`src/sv/gifm_pkg.sv`:
```
`timescale 1ns / 1ps
// gifm_pkg: shared constants, register codes and queue types for the
// gradient importance freeze mask block; depends on nothing

package gifm_pkg;

  localparam int unsigned MAX_PARAMS_DEF = 1024;
  localparam int unsigned QUEUE_DEPTH    = 2;

  // widest element index over the allowed parameter range
  localparam int unsigned IDX_W   = 16;
  localparam int unsigned GRAD_W  = 24;
  localparam int unsigned IMP_W   = 32;
  localparam int unsigned DECAY_W = 17;
  localparam int unsigned COUNT_W = 11;
  localparam int unsigned TOTAL_W = 48;
  localparam int unsigned PADDR_W = 4;

  localparam logic [DECAY_W-1:0] ONE_Q16 = 17'h10000;

  localparam logic [IMP_W-1:0]   THRESHOLD_RST = 32'd1311;
  localparam logic [DECAY_W-1:0] DECAY_RST     = 17'd58982;
  localparam logic [COUNT_W-1:0] PCOUNT_RST    = 11'd1024;

  localparam logic [1:0] REG_THRESHOLD = 2'd0;
  localparam logic [1:0] REG_DECAY     = 2'd1;
  localparam logic [1:0] REG_PCOUNT    = 2'd2;

  localparam logic OP_GRADIENT = 1'b0;
  localparam logic OP_DECAY    = 1'b1;

  // one classified item on its way from front to back
  typedef struct packed {
    logic                     op;
    logic signed [GRAD_W-1:0] grad;
    logic [IDX_W-1:0]         idx;
    logic                     last;
  } work_t;

  typedef struct packed {
    logic signed [GRAD_W-1:0] masked_gradient;
    logic                     frozen;
    logic                     first_freeze;
    logic                     last;
    logic [COUNT_W-1:0]       freeze_count;
    logic [COUNT_W-1:0]       newly_frozen_count;
    logic [COUNT_W-1:0]       masked_count;
    logic [TOTAL_W-1:0]       masked_running_total;
  } result_t;

endpackage

```
`src/sv/gifm_queue.sv`:
```
`timescale 1ns / 1ps
// gifm_queue: short fifo of classified items between front and back
// depends on gifm_pkg

module gifm_queue #(
  parameter int unsigned DEPTH = gifm_pkg::QUEUE_DEPTH
) (
  input  logic            clk_i,
  input  logic            rst_ni,
  input  logic            push_valid_i,
  input  gifm_pkg::work_t push_data_i,
  output logic            push_ready_o,
  output logic            pop_valid_o,
  output gifm_pkg::work_t pop_data_o,
  input  logic            pop_ready_i
);
  import gifm_pkg::*;

  localparam int unsigned PW = (DEPTH > 1) ? $clog2(DEPTH) : 1;
  localparam int unsigned CW = $clog2(DEPTH + 1);

  work_t         slot_q [DEPTH];
  logic [PW-1:0] wr_q, wr_d, rd_q, rd_d;
  logic [CW-1:0] cnt_q, cnt_d;
  logic          push, pop;

  assign push_ready_o = (cnt_q != CW'(DEPTH));
  assign pop_valid_o  = (cnt_q != '0);
  assign pop_data_o   = slot_q[rd_q];
  assign push         = push_valid_i & push_ready_o;
  assign pop          = pop_ready_i & pop_valid_o;

  always_comb begin
    wr_d  = wr_q;
    rd_d  = rd_q;
    cnt_d = cnt_q;
    if (push) begin
      wr_d = (wr_q == PW'(DEPTH - 1)) ? '0 : PW'(wr_q + 1'b1);
    end
    if (pop) begin
      rd_d = (rd_q == PW'(DEPTH - 1)) ? '0 : PW'(rd_q + 1'b1);
    end
    if (push && !pop) begin
      cnt_d = CW'(cnt_q + 1'b1);
    end else if (pop && !push) begin
      cnt_d = CW'(cnt_q - 1'b1);
    end
  end

  always_ff @(posedge clk_i or negedge rst_ni) begin
    if (!rst_ni) begin
      wr_q  <= '0;
      rd_q  <= '0;
      cnt_q <= '0;
    end else begin
      wr_q  <= wr_d;
      rd_q  <= rd_d;
      cnt_q <= cnt_d;
    end
  end

  always_ff @(posedge clk_i) begin
    if (push) begin
      slot_q[wr_q] <= push_data_i;
    end
  end

endmodule

```
`config.mk`:
```
export PLATFORM = sky130hd
export DESIGN_NAME = gifm_queue
export DESIGN_NICKNAME = d
export VERILOG_FILES = /design/src/sv/gifm_pkg.sv /design/src/sv/gifm_queue.sv
export SDC_FILE = /design/constraint.sdc
export NUM_CORES = 1
export LEC_CHECK = 0
export BUFFER_PORTS_ARGS = -buffer_cell sky130_fd_sc_hd__buf_2
export CAP_MARGIN = 0
export CORE_ASPECT_RATIO = 1.1
export CORE_UTILIZATION = 35
export DETAILED_ROUTE_END_ITERATION = 10
export PLACE_DENSITY = 0.67
export SETUP_SLACK_MARGIN = 0.15
export SKIP_CTS_REPAIR_TIMING = 1
export SLEW_MARGIN = 25
export SYNTH_ARGS = -nofsm -noshare
export SYNTH_HDL_FRONTEND = slang
export SYNTH_SLANG_ARGS = --single-unit
```
`constraint.sdc`:
```
create_clock -name clk_i -period 6 [get_ports clk_i]
set_input_delay 0 -clock clk_i [delete_from_list [all_inputs] [get_ports clk_i]]
set_output_delay 0 -clock clk_i [all_outputs]
set_load 0.05 [all_outputs]
```
==> impl_metrics.py <==
metrics = {
    "power": {
        "p_int_uw": 1478,
        "combPwrFrac_pct": 43.5,
        "power.switching_uw": 974.6,
        "seqPwrFrac_pct": 37.3,
        "peakVddDrop_v": 0.0003538,
        "switching_share_pct": 39.74,
        "power_frac_clock_pct": 19.2,
        "p_leak_uw": 0.001868,
        "p_per_area_mw_per_mm2": 528.8,
    },
    "placement": {
        "port_buffers": 89,
        "gp_congestion": 0.6353,
        "post-place-ws_ns": 4.111,
        "dp_hpwl_um": 3506,
    },
    "clocking": {
        "numCtsBuffers": 9,
        "cts_buffer_depth": 2,
        "clock_latency_ns": 0.35,
        "cts_tree": "yes",
        "cts_max_level": 3,
        "cts_root_buf": "clkbuf_8",
        "cts.clk_slew.worst_paths_ns": 0.08,
        "clock_sinks": 88,
    },
    "synth": {
        "ys_seq_area_share_pct": 76.52,
        "ys_seq_elements": 88,
        "netlist_area_mm2": 0.003427,
        "avgSynthCellArea_um2": 23.00,
        "synth_nets": 196,
        "synth_cell_type_count": 15,
        "synthCells": 149,
        "yosysWarnings": 0,
    },
    "sta": {
        "worst_pin_slew_ns": 0.5898,
        "rsz0062_at_grt": "false",
        "slew_headroom_pct": 60.68,
        "drv_slew": 0,
        "fmax_mhz": 448.7,
        "setup_viol": 0,
        "period_share_pct": 37.15,
        "finalSetupTns_ns": 0,
        "fin_crit_ns": 2.229,
        "fin_ws_ns": 3.771,
        "skew_ns": 0.005095,
        "hold_viol_final": 0,
    },
    "final_layout": {
        "final_common_cell": "buf_2",
        "layout-drive-gt1-share_pct": 50.34,
        "multi_input_area_um2": 721.9,
        "final_cell_mix": "89 x buf_2, 84 x edfxtp_1, 45 x dlygate4sd3_1",
        "final_nets": 338,
        "final-seq-area_mm2": 0.002624,
        "fillers": 849,
        "diodes": 0,
        "syn_to_final_growth_pct": 35.30,
    },
    "route": {
        "vias": 1796,
        "drc_errors": 0,
        "detail-route-antenna-nets": 0,
        "via_per_inst": 4.349,
        "routedWlPerCell_um": 14.13,
        "totalWireLength_um": 5835,
        "drt_iter0_markers": 69,
        "drt_first_pass_iters": 4,
    },
    "die": {
        "die_h_um": 105.8,
        "rows": 37,
        "start_util_pct": 36.29,
        "die_area_mm2": 0.01019,
        "die_w_um": 96.35,
        "core_area_mm2": 0.009444,
        "ios": 90,
    },
    "worst_setup_path": {
        "slowest_stage": "dfrtp_2",
        "worst-r2r-cell-count": 4,
        "required_ns": 6.00,
        "r2r_setup_slack_ns": 4.31,
        "crit_arrival_ns": 2.23,
        "worstPathMaxFanout": 25,
        "cp_num_buf_inv": 2,
        "crit_cells": 3,
        "worstSetupPathType": "reg -> out",
        "critPathCapture": "pop_data_o[26]",
        "cp_top_family": "flip-flops",
        "cp-end-kind": "output port",
        "r2r-start": "cnt_q[0]",
        "path_cells": "buf_4, mux2_2, buf_2",
        "slowest_delay_ns": 0.74,
        "cp-startpoint": "rd_q",
        "worst_setup_path_start_kind": "flop",
        "r2r-end": "slot_q[0][27]",
    },
    "outcome": {
        "status": "completed",
    },
    "grt": {
        "antenna_found_initial": 0,
        "grt_max_degree": 43,
        "grt_pass1_wl_um": 7893,
        "first_global_vias": 1586,
        "overflow": 0,
        "grt_use_total_pct": 11.16,
    },
    "min_path": {
        "hp-class": "in -> reg",
    },
    "flow_run": {
        "maxCapViolCount": 0,
    },
}
layer usage:
layer	global-route usage, %	wire [um]	vias to the layer above
met3	3.391	316	12
met4	7.878	152	0
met1	12.65	2376	861
met2	17.63	2990	62
li1	-	-	861
met5	0	0	-
synth_stat cells:
library cell   n  area [um2]
edfxtp_1      84        2522
buf_6          1       11.26
and3_1         1       6.260
dfrtp_1        4       100.1
or2_1          1       6.260
mux2_4        39       585.6
ha_1           1       12.51
buf_12         4       80.08
xnor2_1        3       26.28
nor2_1         2       7.510
inv_1          1       3.750
nand2_1        2       7.510
nand2b_1       1       6.260
xor2_1         2       17.52
mux2_2         3       33.78
worst register-to-register path, stage by stage (launching register included):
cell and delay, ns:
dfrtp_1 0.41, nand2b_1 0.17, nand2_1 0.15, nor2_4 0.10
buf_4 0.48
registers in the layout (all words and copies together) (netlist names):
name	count
slot_q	84
rd_q	1
cnt_q	2
wr_q	1
power by group through the flow:
stage          Combinational, uW  Clock, uW  Sequential (uW)
3_5_place_dp                1060          0              933
4_1_cts                     1060        488              919
3_3_place_gp                1050          0              924
5_1_grt                     1120        511              928
2_1_floorplan                955          0              890
6_report                    1070        471              914
cell families after synthesis:
family	Yosys count	share of synthesized area (%)
AND/OR/NAND/NOR	7	0.9863
adder cells (fa/ha/maj)	1	0.3650
flip-flops	88	76.52
XOR/XNOR	5	1.278
buffers and inverters	6	2.775
multiplexers	42	18.07
stage by stage:
step | hold WS, ns | instances | cell area (um2) | total power (uW) | utilization (%)
after floorplan | -0.2956 | 149 | 3427 | 1845 | -
after global placement | -0.1849 | 352 | 3953 | 1975 | 41.85
after detailed placement | -0.1814 | 352 | 3953 | 1991 | 41.85
after CTS | -0.5763 | 368 | 4183 | 2467 | 44.29
after global routing | 0.04427 | 413 | 4637 | 2560 | 49.10
final | 0.02525 | 413 | 4637 | 2452 | 49.10
how the worst min path moves through the flow:
stage | from | endpoint | cells past startpoint
CTS | rst_ni | rd_q | 1
floorplan | rst_ni | cnt_q[0] | 0
global route | push_valid_i | wr_q | 3
global placement | rst_ni | cnt_q[0] | 1
finish | push_valid_i | wr_q | 3
detailed placement | rst_ni | cnt_q[1] | 1
layout make-up:
type | instances | share of cell area (%)
clock buffers | 12 | 2.914
inverters | 1 | 0.08095
repair buffers | 136 | 19.64
well taps | 117 | 3.157
flip-flops and latches | 88 | 56.58
clock inverters | 4 | 2.051
multi-input cells | 55 | 15.57
Power figures use the tool's default switching activity.
