--- config.mk ---
export PLATFORM = sky130hd
export DESIGN_NAME = gifm_front_flat
export DESIGN_NICKNAME = d
export VERILOG_FILES = /design/src/sv/gifm_pkg.sv /design/src/sv/gifm_if.sv /design/src/sv/gifm_front.sv /design/src/flat_wrapper.sv
export SDC_FILE = /design/constraint.sdc
export NUM_CORES = 1
export LEC_CHECK = 0
export BUFFER_PORTS_ARGS = -buffer_cell sky130_fd_sc_hd__buf_2
export CAP_MARGIN = 20
export CELL_PAD_IN_SITES_DETAIL_PLACEMENT = 2
export CELL_PAD_IN_SITES_GLOBAL_PLACEMENT = 2
export CORE_UTILIZATION = 26
export CTS_BUF_LIST = sky130_fd_sc_hd__clkbuf_2 sky130_fd_sc_hd__clkbuf_4 sky130_fd_sc_hd__clkbuf_8
export CTS_CLUSTER_SIZE = 16
export DETAILED_ROUTE_END_ITERATION = 12
export PLACE_DENSITY = 0.92
export SYNTH_ARGS = -nofsm -noshare
export SYNTH_HDL_FRONTEND = slang
export SYNTH_SLANG_ARGS = --single-unit
--- constraint.sdc ---
create_clock -name clk_i -period 10.2 [get_ports clk_i]
set_input_delay 2.55 -clock clk_i [delete_from_list [all_inputs] [get_ports clk_i]]
set_output_delay 2.55 -clock clk_i [all_outputs]
set_load 0.01 [all_outputs]
--- src/sv/gifm_pkg.sv ---
`timescale 1ns / 1ps
// gifm_pkg: shared constants, register codes and queue types for the
// gradient importance freeze mask block; depends on nothing

package gifm_pkg;

  localparam int unsigned MAX_PARAMS_DEF = 1024;
  localparam int unsigned QUEUE_DEPTH    = 2;

  // widest element index over the allowed parameter range
  localparam int unsigned IDX_W   = 16;
  localparam int unsigned GRAD_W  = 24;
  localparam int unsigned IMP_W   = 32;
  localparam int unsigned DECAY_W = 17;
  localparam int unsigned COUNT_W = 11;
  localparam int unsigned TOTAL_W = 48;
  localparam int unsigned PADDR_W = 4;

  localparam logic [DECAY_W-1:0] ONE_Q16 = 17'h10000;

  localparam logic [IMP_W-1:0]   THRESHOLD_RST = 32'd1311;
  localparam logic [DECAY_W-1:0] DECAY_RST     = 17'd58982;
  localparam logic [COUNT_W-1:0] PCOUNT_RST    = 11'd1024;

  localparam logic [1:0] REG_THRESHOLD = 2'd0;
  localparam logic [1:0] REG_DECAY     = 2'd1;
  localparam logic [1:0] REG_PCOUNT    = 2'd2;

  localparam logic OP_GRADIENT = 1'b0;
  localparam logic OP_DECAY    = 1'b1;

  // one classified item on its way from front to back
  typedef struct packed {
    logic                     op;
    logic signed [GRAD_W-1:0] grad;
    logic [IDX_W-1:0]         idx;
    logic                     last;
  } work_t;

  typedef struct packed {
    logic signed [GRAD_W-1:0] masked_gradient;
    logic                     frozen;
    logic                     first_freeze;
    logic                     last;
    logic [COUNT_W-1:0]       freeze_count;
    logic [COUNT_W-1:0]       newly_frozen_count;
    logic [COUNT_W-1:0]       masked_count;
    logic [TOTAL_W-1:0]       masked_running_total;
  } result_t;

endpackage

--- src/sv/gifm_if.sv ---
`timescale 1ns / 1ps
// gifm_in_if and gifm_out_if: valid/ready channels of the freeze mask block
// standalone, no package needed

interface gifm_in_if;
  logic               valid;
  logic               ready;
  logic               opcode;
  logic signed [23:0] gradient;
  logic               gradient_invalid;

  modport source (output valid, output opcode, output gradient, output gradient_invalid,
                  input ready);
  modport sink (input valid, input opcode, input gradient, input gradient_invalid,
                output ready);
endinterface


--- src/sv/gifm_front.sv ---
`timescale 1ns / 1ps
// gifm_front: accepts input transfers, tracks the element position and
// classifies each item (index, last flag); depends on gifm_pkg, gifm_if

module gifm_front #(
  parameter int unsigned MAX_PARAMS = gifm_pkg::MAX_PARAMS_DEF
) (
  input  logic                          clk_i,
  input  logic                          rst_ni,
  gifm_in_if.sink                       in_i,
  input  logic [gifm_pkg::COUNT_W-1:0]  param_count_i,
  input  logic                          clearing_i,
  output logic                          push_valid_o,
  output gifm_pkg::work_t               push_data_o,
  input  logic                          push_ready_i
);
  import gifm_pkg::*;

  localparam int unsigned AW = (MAX_PARAMS > 1) ? $clog2(MAX_PARAMS) : 1;
  localparam int unsigned MW = $clog2(MAX_PARAMS + 1);
  localparam int unsigned CW = (MW > COUNT_W) ? MW : COUNT_W;
  localparam int unsigned MAX_COUNT = MAX_PARAMS;

  logic [AW-1:0] pos_q, pos_d, pos_cur;
  logic [CW-1:0] pc_ext, n_eff, pos_ext, pos_next;
  logic          last, accept;

  // effective vector length: zero acts as one, clamp at the store depth
  always_comb begin
    pc_ext = CW'(param_count_i);
    if (pc_ext == '0) begin
      n_eff = CW'(1);
    end else if (pc_ext > CW'(MAX_COUNT)) begin
      n_eff = CW'(MAX_COUNT);
    end else begin
      n_eff = pc_ext;
    end
  end

  // position past a shrunk count becomes the final element
  always_comb begin
    pos_ext  = CW'(pos_q);
    pos_cur  = (pos_ext >= n_eff) ? AW'(n_eff - 1'b1) : pos_q;
    pos_next = CW'(pos_cur) + CW'(1);
    last     = (pos_next >= n_eff);
    pos_d    = last ? '0 : AW'(pos_next);
  end

  assign in_i.ready   = push_ready_i & ~clearing_i;
  assign push_valid_o = in_i.valid & ~clearing_i;
  assign accept       = in_i.valid & in_i.ready;

  always_comb begin
    push_data_o.op   = in_i.opcode;
    push_data_o.grad = in_i.gradient_invalid ? '0 : in_i.gradient;
    push_data_o.idx  = IDX_W'(pos_cur);
    push_data_o.last = last;
  end

  always_ff @(posedge clk_i or negedge rst_ni) begin
    if (!rst_ni) begin
      pos_q <= '0;
    end else if (accept) begin
      pos_q <= pos_d;
    end
  end

endmodule

--- src/flat_wrapper.sv ---
// flat-port wrapper written by rule: the top's interface ports become plain ports
module gifm_front_flat import gifm_pkg::*;
#(
  parameter int unsigned MAX_PARAMS = gifm_pkg::MAX_PARAMS_DEF
)
  (clk_i, rst_ni, param_count_i, clearing_i, push_valid_o, push_data_o, push_ready_i, in_i_valid, in_i_opcode, in_i_gradient, in_i_gradient_invalid, in_i_ready);
  gifm_in_if in_i_i ();
  input  logic clk_i;
  input  logic rst_ni;
  input  logic [gifm_pkg::COUNT_W-1:0] param_count_i;
  input  logic clearing_i;
  output logic push_valid_o;
  output gifm_pkg::work_t push_data_o;
  input  logic push_ready_i;
  input wire logic [$bits(in_i_i.valid)-1:0] in_i_valid;
  input wire logic [$bits(in_i_i.opcode)-1:0] in_i_opcode;
  input wire logic [$bits(in_i_i.gradient)-1:0] in_i_gradient;
  input wire logic [$bits(in_i_i.gradient_invalid)-1:0] in_i_gradient_invalid;
  output wire logic [$bits(in_i_i.ready)-1:0] in_i_ready;
  assign in_i_i.valid = in_i_valid;
  assign in_i_i.opcode = in_i_opcode;
  assign in_i_i.gradient = in_i_gradient;
  assign in_i_i.gradient_invalid = in_i_gradient_invalid;
  assign in_i_ready = in_i_i.ready;
  gifm_front #(.MAX_PARAMS(MAX_PARAMS)) u_core (.clk_i(clk_i), .rst_ni(rst_ni), .in_i(in_i_i), .param_count_i(param_count_i), .clearing_i(clearing_i), .push_valid_o(push_valid_o), .push_data_o(push_data_o), .push_ready_i(push_ready_i));
endmodule
==> qor.yml <==
outcome: "finished, final reports clean"
max_stage_delay_ns: 0.38
synthMuxAreaShare: 0.0801
vdd_ir_drop_max_v: 0.0000559
overflow: 0
wire_per_inst_um: 17.5
hold_path.class: "reg -> reg"
gp_congestion: 0.834
fin_crit_sh: 0.968
dieHeight_um: 86.6
io_pins: 86
coreArea_um2: 6870
critical_path_arrival_ns: 7.32
port_buffers: 77
async_flop_share: 1.00
multi_input_area_um2: 1530
hold_viol: 0
yosysMostFrequentCell: "nand2_1"
largest_reg_flops: 10
power.leakage_nw: 1.15
critPathLaunchType: "input pin"
routed_wirelength_mm: 7.14
tightest_slew_ns: 0.702
placementRows: 30
antenna_cells: 0
synth_xor_area_frac: 0.0330
synth_simple_gate_area_frac: 0.322
cts-buffers-inserted: 3
insertion_delay_ns: 0.24
vias_per_cell: 5.29
cts_sinks: 10
reg2regPathDepth: 20
cpMostUsedCell: "ha_1"
r2r_start: "u_core.pos_q[3]"
critPathCaptureType: "primary output"
drt_iter0_drc: 56
r2r-end: "u_core.pos_q[9]"
crit_path_max_fanout: 8
design_area_um2: 2410
ant_nets: 0
required_ns: 7.65
crit_start: "param_count_i[3]"
netlist_instances: 235
finalPower_mw: 0.585
grt_antenna_before_repair: 0
path_cells: "buf_2 > nor4_2 > a31oi_1 > nor2_2 > ha_1 > nand2b_1 > a211oi_1 > o311a_1 > o22ai_2 > nor2_1 > a21oi_2 > ha_1 > inv_1 > or3_1 > mux2i_2 > nand4_1 > and2_2 > ha_1 > o21a_1 > o211ai_1 > nor2_1 > a211oi_1 > nand2b_1 > buf_2"
hold_buffers: 0
finalMaxSlewViolations: 0
finalSetupViolCount: 0
dp_slack_ns: -0.0256
cp.buffers_inverters: 3
ff_latch_area_um2: 250
ys_top_cells_by_count: "nand2_1 (27), nor2b_1 (26), ha_1 (23), dfrtp_1 (10), inv_1 (10)"
clock.fmax_ghz: 0.101
synth_edf_count: 0
grt_pass1_vias: 2376
ctsLongestPathBuffers: 2
synth.top_cell.area_share: 0.155
cp_slowest_cell: "or3_1"
p_per_area_nw_per_um2: 242
placed_cells: 402
syn_to_final_growth_pct: 29.9
synth_top_area_cell: "ha_1"
grt_max_degree: 25
htreeDepth: 1
grt_pass1_wl_mm: 11.6
synthFlopType: "dfrtp_1"
start_util: 0.271
finalClockSkew_ns: 0.00487
fp.dieW_um: 86.6
cts_tree: "yes"
synth_area_per_cell_um2: 7.91
clk_pin_slew_worst_paths_ns: 0.05
fin_ws_ns: 0.331
ys_seq_area_frac: 0.135
fin_crit_ns: 9.87
drc: 0
final_net_count: 377
synth_seq_cells: 10
rsz0062_at_grt: "false"
firstDrtPassIters: 4
fin_cells: 407
cp.depth: 24
drive_above_1_share: 0.354
cp-endpoint: "push_data_o[0]"
cp_top_family: "simple AND/OR/NAND/NOR gates"
synth_adder_area_share: 0.155
netlist_area_um2: 1860
num_vias: 2151
fillCellCount: 829
top_register: "u_core.pos_q"
reg2reg_slack_ns: 4.84
synth_compound_area_frac: 0.204
synth.area.top_cells: "ha_1 (15%), dfrtp_1 (13%), nor2b_1 (8.7%)"
relSlewSlack: 0.528
timing.setup.tns_ns: 0
grt.total_usage: 0.199
crit_type: "in -> out"
yosysWarnings: 0
synth_cell_types: 57
synth_top_family_by_area: "simple AND/OR/NAND/NOR gates"
maxCapViolations: 0
cts_root_buf: "clkbuf_8"
reg_top3: "u_core.pos_q (10)"
dpl.hpwl_mm: 6.07
dieArea_um2: 7490
postPlaceCellArea_um2: 2320
worst register-to-register path: cells and delay by family, from the launching register on:
kind | cells | cell delay, ns
multiplexers | 1 | 0.27
adder cells (fa/ha/maj) | 3 | 0.85
AO/OA/AOI/OAI | 7 | 1.70
buffers and inverters | 1 | 0.11
AND/OR/NAND/NOR | 8 | 1.91
flip-flops | 1 | 0.46
timing repair:
action                     CTS  global route
setup endpoints to repair    1             1
gates resized for setup      2             6
cloned                       0             0
pin swaps                    0             1
setup buffers                0             1
report_power, final:
part,switching [mW],total (mW),internal (mW)
clock network,0.0170,0.0510,0.0340
logic,0.248,0.448,0.199
registers,0.0288,0.0863,0.0575
total,0.294,0.585,0.291
final cells by class:
cell class                      instances  area share
Multi-Input combinational cell        205       0.632
Timing Repair Buffer                   82       0.175
Sequential cell                        10       0.104
Tap cell                               96      0.0497
Clock buffer                            4      0.0228
Inverter                               10      0.0171
cells by family (layout without fill, tap and decap cells):
group,Yosys count,in the layout
AOI/OAI and AO/OA,51,51
xor gates and xnor gates,7,7
adders and majority gates,23,23
buffers and inverters,25,96
DFF,10,10
muxes,13,13
other,1,6
and+or+nand+nor,105,105
worst min-delay path by stage:
| stage | from | to | slack, ns | cells after the start |
|---|---|---|---|---|
| 2_1_floorplan | u_core.pos_q[9] | u_core.pos_q[9] | 0.50 | 2 |
| 3_3_place_gp | u_core.pos_q[9] | u_core.pos_q[9] | 0.53 | 2 |
| 3_5_place_dp | u_core.pos_q[9] | u_core.pos_q[9] | 0.56 | 2 |
| 4_1_cts | u_core.pos_q[9] | u_core.pos_q[9] | 0.57 | 2 |
| 5_1_grt | u_core.pos_q[9] | u_core.pos_q[9] | 0.59 | 2 |
| 6_report | u_core.pos_q[9] | u_core.pos_q[9] | 0.56 | 2 |
layer usage:
layer | part of all wire | up-vias | GRT usage
li1 | - | 1009 | -
met1 | 0.43 | 1050 | 0.232
met2 | 0.50 | 82 | 0.376
met3 | 0.047 | 10 | 0.0314
met4 | 0.018 | 0 | 0.0530
met5 | 0 | - | 0
metrics by stage:
stage / hold WS [ns] / util
after CTS: 0.569 / 0.347
after global placement: 0.534 / 0.338
after floorplan: 0.496 / -
after detailed placement: 0.556 / 0.338
final: 0.562 / 0.352
after global routing: 0.592 / 0.352
cells in the final DEF (no fill, tap or decap), types with 4 or more instances in the layout:
master     n
nor2_1     7
a211oi_1   4
nand3_1    5
dfrtp_1   10
a21o_1     4
nor3_1     5
o21ai_0    4
ha_1      23
nand2_1   27
buf_4      5
a22o_1     5
conb_1     6
a21oi_1    7
nor2b_1   26
buf_2     77
mux2i_1    6
inv_1      9
nand2b_1   5
clkbuf_8   4
mux2_2     5
nand4_1    4
xnor2_1    4
(Power assumes the default switching activity.)
